## config.mk

```make
export PLATFORM = sky130hd
export DESIGN_NAME = pptv_vp
export DESIGN_NICKNAME = d
export VERILOG_FILES = /design/src/hw/rtl/pptv_pkg.sv /design/src/hw/rtl/pptv_vp.sv
export SDC_FILE = /design/constraint.sdc
export NUM_CORES = 2
export LEC_CHECK = 0
export ABC_AREA = 1
export BUFFER_PORTS_ARGS = -buffer_cell sky130_fd_sc_hd__buf_2
export CAP_MARGIN = 10
export CORE_ASPECT_RATIO = 1.75
export CORE_MARGIN = 1
export CORE_UTILIZATION = 55
export DETAILED_ROUTE_END_ITERATION = 8
export PLACE_DENSITY = 0.69
export SLEW_MARGIN = 20
export SYNTH_ARGS = -nofsm -noshare
export SYNTH_HDL_FRONTEND = slang
export SYNTH_SLANG_ARGS = --single-unit
```

## constraint.sdc

```tcl
create_clock -name clk -period 14.4 [get_ports clk]
set_clock_uncertainty 0.05 [all_clocks]
set_input_delay 0.72 -clock clk [delete_from_list [all_inputs] [get_ports clk]]
set_output_delay 0.72 -clock clk [all_outputs]
set_load 0.005 [all_outputs]
```

## src/hw/rtl/pptv_pkg.sv

```systemverilog
`timescale 1ns / 1ps

package pptv_pkg;

    localparam int NUM_W      = 48;
    localparam int DEN_W      = 32;
    localparam int REM_W      = DEN_W + 1;
    localparam int DIV_STAGES = 24;
    localparam int DIV_STEPS  = NUM_W / DIV_STAGES;

    localparam logic [3:0] CFG_LEFT   = 4'd0;
    localparam logic [3:0] CFG_TOP    = 4'd1;
    localparam logic [3:0] CFG_WIDTH  = 4'd2;
    localparam logic [3:0] CFG_HEIGHT = 4'd3;

    localparam logic CMD_LOAD    = 1'b0;
    localparam logic CMD_PROJECT = 1'b1;

    typedef struct packed {
        logic               cmd;
        logic [3:0]         coeff_index;
        logic signed [31:0] coeff_value;
        logic signed [31:0] pos_x;
        logic signed [31:0] pos_y;
        logic signed [31:0] pos_z;
    } in_item_t;

    typedef struct packed {
        logic               ok;
        logic signed [31:0] win_x;
        logic signed [31:0] win_y;
    } out_item_t;

    typedef struct packed {
        logic ok;
        logic neg;
    } div_tag_t;

endpackage

```

## src/hw/rtl/pptv_vp.sv

```systemverilog
`timescale 1ns / 1ps

module pptv_vp (
    input  logic                        clk,
    input  logic                        rst_n,
    input  logic                        adv,
    input  logic                        in_valid,
    input  logic [pptv_pkg::NUM_W-1:0]  quo_x,
    input  logic [pptv_pkg::NUM_W-1:0]  quo_y,
    input  pptv_pkg::div_tag_t          tag_x,
    input  pptv_pkg::div_tag_t          tag_y,
    input  logic signed [15:0]          vp_left,
    input  logic signed [15:0]          vp_top,
    input  logic [15:0]                 vp_width,
    input  logic [15:0]                 vp_height,
    output logic                        out_valid,
    output pptv_pkg::out_item_t         out_item
);

    logic                v1_reg;
    logic                v2_reg;
    logic                v3_reg;
    logic                ok1_reg;
    logic                ok2_reg;
    logic signed [31:0]  nx1_reg;
    logic signed [31:0]  ny1_reg;
    logic signed [49:0]  px2_reg;
    logic signed [49:0]  py2_reg;
    pptv_pkg::out_item_t out_reg;
    pptv_pkg::out_item_t out_next;

    function automatic logic signed [31:0] sat_quo(input logic [47:0] q, input logic neg);
        logic [48:0] m;
        m = 49'd0 - {1'b0, q};
        if (neg)
        begin
            sat_quo = (q > 48'h8000_0000) ? 32'sh8000_0000 : m[31:0];
        end
        else
        begin
            sat_quo = (q > 48'h7FFF_FFFF) ? 32'sh7FFF_FFFF : q[31:0];
        end
    endfunction

    function automatic logic signed [31:0] finish(input logic signed [49:0] p,
                                                  input logic signed [15:0] org);
        logic signed [49:0] h;
        logic signed [50:0] w;
        h = (p < 50'sd0) ? ((p + 50'sd1) >>> 1) : (p >>> 1);
        w = 51'(h) + (51'(org) <<< 16);
        if (w > 51'sh7FFF_FFFF)
        begin
            finish = 32'sh7FFF_FFFF;
        end
        else if (w < -51'sh8000_0000)
        begin
            finish = 32'sh8000_0000;
        end
        else
        begin
            finish = w[31:0];
        end
    endfunction

    always_comb
    begin
        out_next.ok    = ok2_reg;
        out_next.win_x = ok2_reg ? finish(px2_reg, vp_left) : '0;
        out_next.win_y = ok2_reg ? finish(py2_reg, vp_top) : '0;
    end

    always_ff @(posedge clk or negedge rst_n)
    begin
        if (!rst_n)
        begin
            v1_reg <= 1'b0;
            v2_reg <= 1'b0;
            v3_reg <= 1'b0;
        end
        else if (adv)
        begin
            v1_reg <= in_valid;
            v2_reg <= v1_reg;
            v3_reg <= v2_reg;
        end
    end

    always_ff @(posedge clk)
    begin
        if (adv)
        begin
            ok1_reg <= tag_x.ok;
            nx1_reg <= sat_quo(quo_x, tag_x.neg);
            ny1_reg <= sat_quo(quo_y, tag_y.neg);
            ok2_reg <= ok1_reg;
            px2_reg <= (50'(nx1_reg) + 50'sd65536) * $signed({34'd0, vp_width});
            py2_reg <= (50'sd65536 - 50'(ny1_reg)) * $signed({34'd0, vp_height});
            out_reg <= out_next;
        end
    end

    assign out_valid = v3_reg;
    assign out_item  = out_reg;

endmodule

```

==> impl_metrics.ini <==
[place]
dp_slack_ns = 5.57
gp_congestion = 1.04
hpwl_mm = 148
io_buffers = 232
dp.cells = 8660

[floorplanning]
start_util_pct = 55.6
die_area_um2 = 103000
die_h_um = 425
io_pins = 234
num_rows = 154
core_um2 = 101000
fp.dieW_um = 244

[synthesis]
synth-seq-cells = 234
syn_avg_cell_area_um2 = 7.71
synth_nets = 8768
netlist_instances = 7282
synth-seq-area-share_pct = 12.5
ys_types = 58
synth_flop_cell = edfxtp_1
ys_async_sr_fraction_pct = 1.28
yosys_warnings = 0
synthesis.area_um2 = 56200
synth_edf_count = 231

[clock_network]
cts_buffer_depth = 3
cts_tree = done
h-tree-depth = 1
cts_setup_buffers = 0
insertion_delay_ns = 0.66
cts.sink_count = 234
clk_pin_slew_worst_paths_ns = 0.06
cts_buffers = 27
cts_root_buf = clkbuf_16

[timing]
drv_slew = 0
hold_viol = 0
worst_slack_ns = 5.34
timing.fmax_mhz = 110
max_slew_margin_pct = 29.5
setup_viol = 0
rsz0062_at_grt = false
period_minus_slack_ns = 9.06
fin_crit_sh_pct = 62.9
tns_ns = 0
tightestPinTransition_ns = 1.05

[setup_path]
regToRegStartpoint = nx1_reg[16]
arrival_ns = 9.34
path_class = reg2reg
start_kind = flip-flop
slowest_stage = nor2_1
worstPathRequired_ns = 14.68
cp-end-kind = flip-flop
cp_max_fo = 11
max_stage_delay_ns = 0.79
timing.critical_path.mode_cell = inv_1
cp-startpoint = nx1_reg[16]

[global_routing]
overflow = 0
grt_max_degree = 75
grt_pass1_vias = 51000
grt.total_usage_pct = 34.4
grt_pass1_wl_mm = 271
antenna_found_initial = 8

[routing]
drtIter0Drc = 2624
via_per_inst = 5.47
routedWlPerCell_um = 20.0
drt_wl_total_mm = 174
drc = 0
drtPass1Iterations = 5
antenna_left = 0
num_vias = 47700

[layout]
seq_area_um2 = 7010
multi_input_area_um2 = 41200
fillers = 9531
largest_reg_flops = 65
drive_above_1_share_pct = 5.57
final_cells = 8714
final_cell_mix = inv_1, nand2_1, fa_1, nor2_1, ha_1
final_common_cell = inv_1
syn2layout_area_growth_pct = 5.56
nets = 8850

[status]
status = completed

[job]
max_cap_violations = 0

[worst_hold_path]
min-delay-start = tag_x[1]
hp-class = in2reg
## logic make-up after synthesis
kind of cell	share of synthesized area (%)
buffers and inverters	14.2
DFF	12.5
muxes	0.0200
AOI/OAI and AO/OA	5.63
and+or+nand+nor	20.6
xor gates and xnor gates	4.21
adders and majority gates	42.8
## metrics by stage
step	cell area [µm²]	utilization (%)	hold WS [ns]
after floorplan	56200	-	0.350
after global placement	58400	57.8	0.355
after detailed placement	58400	57.8	0.355
after CTS	59300	58.7	0.191
after global routing	59300	58.7	0.207
final	59300	58.7	0.227
## worst paths after layout
check	endpoint	slack, ns	cells past startpoint
max	px2_reg[49]	5.34	32
min	ok1_reg	0.23	1
max reg2reg	px2_reg[49]	5.34	32
min reg2reg	ok2_reg	0.37	0
max in group asynchronous	out_valid	13.86	2
min in group asynchronous	v2_reg	0.33	2
## Yosys cell counts (all sizes together) (6+ instances only)
cell type,count,area [µm²]
a21boi,9,67.6
xnor2,102,893
o31ai,8,87.6
xor2,168,1470
a31oi,28,175
a21o,6,45.0
nand4,65,440
nand3,300,1530
inv,1877,7050
a21oi,248,1240
o211ai,6,45.0
nor4,42,284
fa,1008,20200
clkinv,9,33.8
o21a,19,143
o21ai,223,1140
or2,8,52.6
o221ai,6,52.6
ha,310,3880
nor3,82,440
nand2,1614,6120
nand3b,12,90.1
nor2,649,2530
clkbuf,182,684
o21bai,14,105
edfxtp,231,6940
buf,34,219
## cell type report
type	instances	share of cell area (%)
repair buffers	269	2.45
diodes	4	0.0169
clock buffers	30	1.16
flip-flops and latches	234	11.8
clock inverters	19	0.346
multi-input cells	4946	69.5
inverters	1886	11.9
well taps	1326	2.80
## worst max-delay path: cells and delay by family (launching register included)
| kind | cells | cell delay, ns |
|---|---|---|
| DFF | 1 | 0.52 |
| xor gates and xnor gates | 1 | 0.16 |
| adders and majority gates | 8 | 4.30 |
| buffers and inverters | 9 | 1.10 |
| and+or+nand+nor | 10 | 1.77 |
| AOI/OAI and AO/OA | 4 | 0.83 |
## repair_timing
action	in CTS	in global routing
endpoints found under the hold margin	3	0
gates resized for setup	0	0
hold buffers	1	0
## routing by layer
metal / routed length, µm / GRT usage, % / part of all wire, % / up-vias
li1: - / - / - / 21800
met1: 52800 / 31.4 / 30 / 23200
met2: 93900 / 64.9 / 54 / 1707
met3: 7770 / 4.22 / 4.5 / 878
met4: 19500 / 32.1 / 11 / 2
met5: 12 / 0 / 0.0069 / -
Power is not shown: default switching activity piles up to over one toggle a cycle in this logic, so the estimate is an artifact.
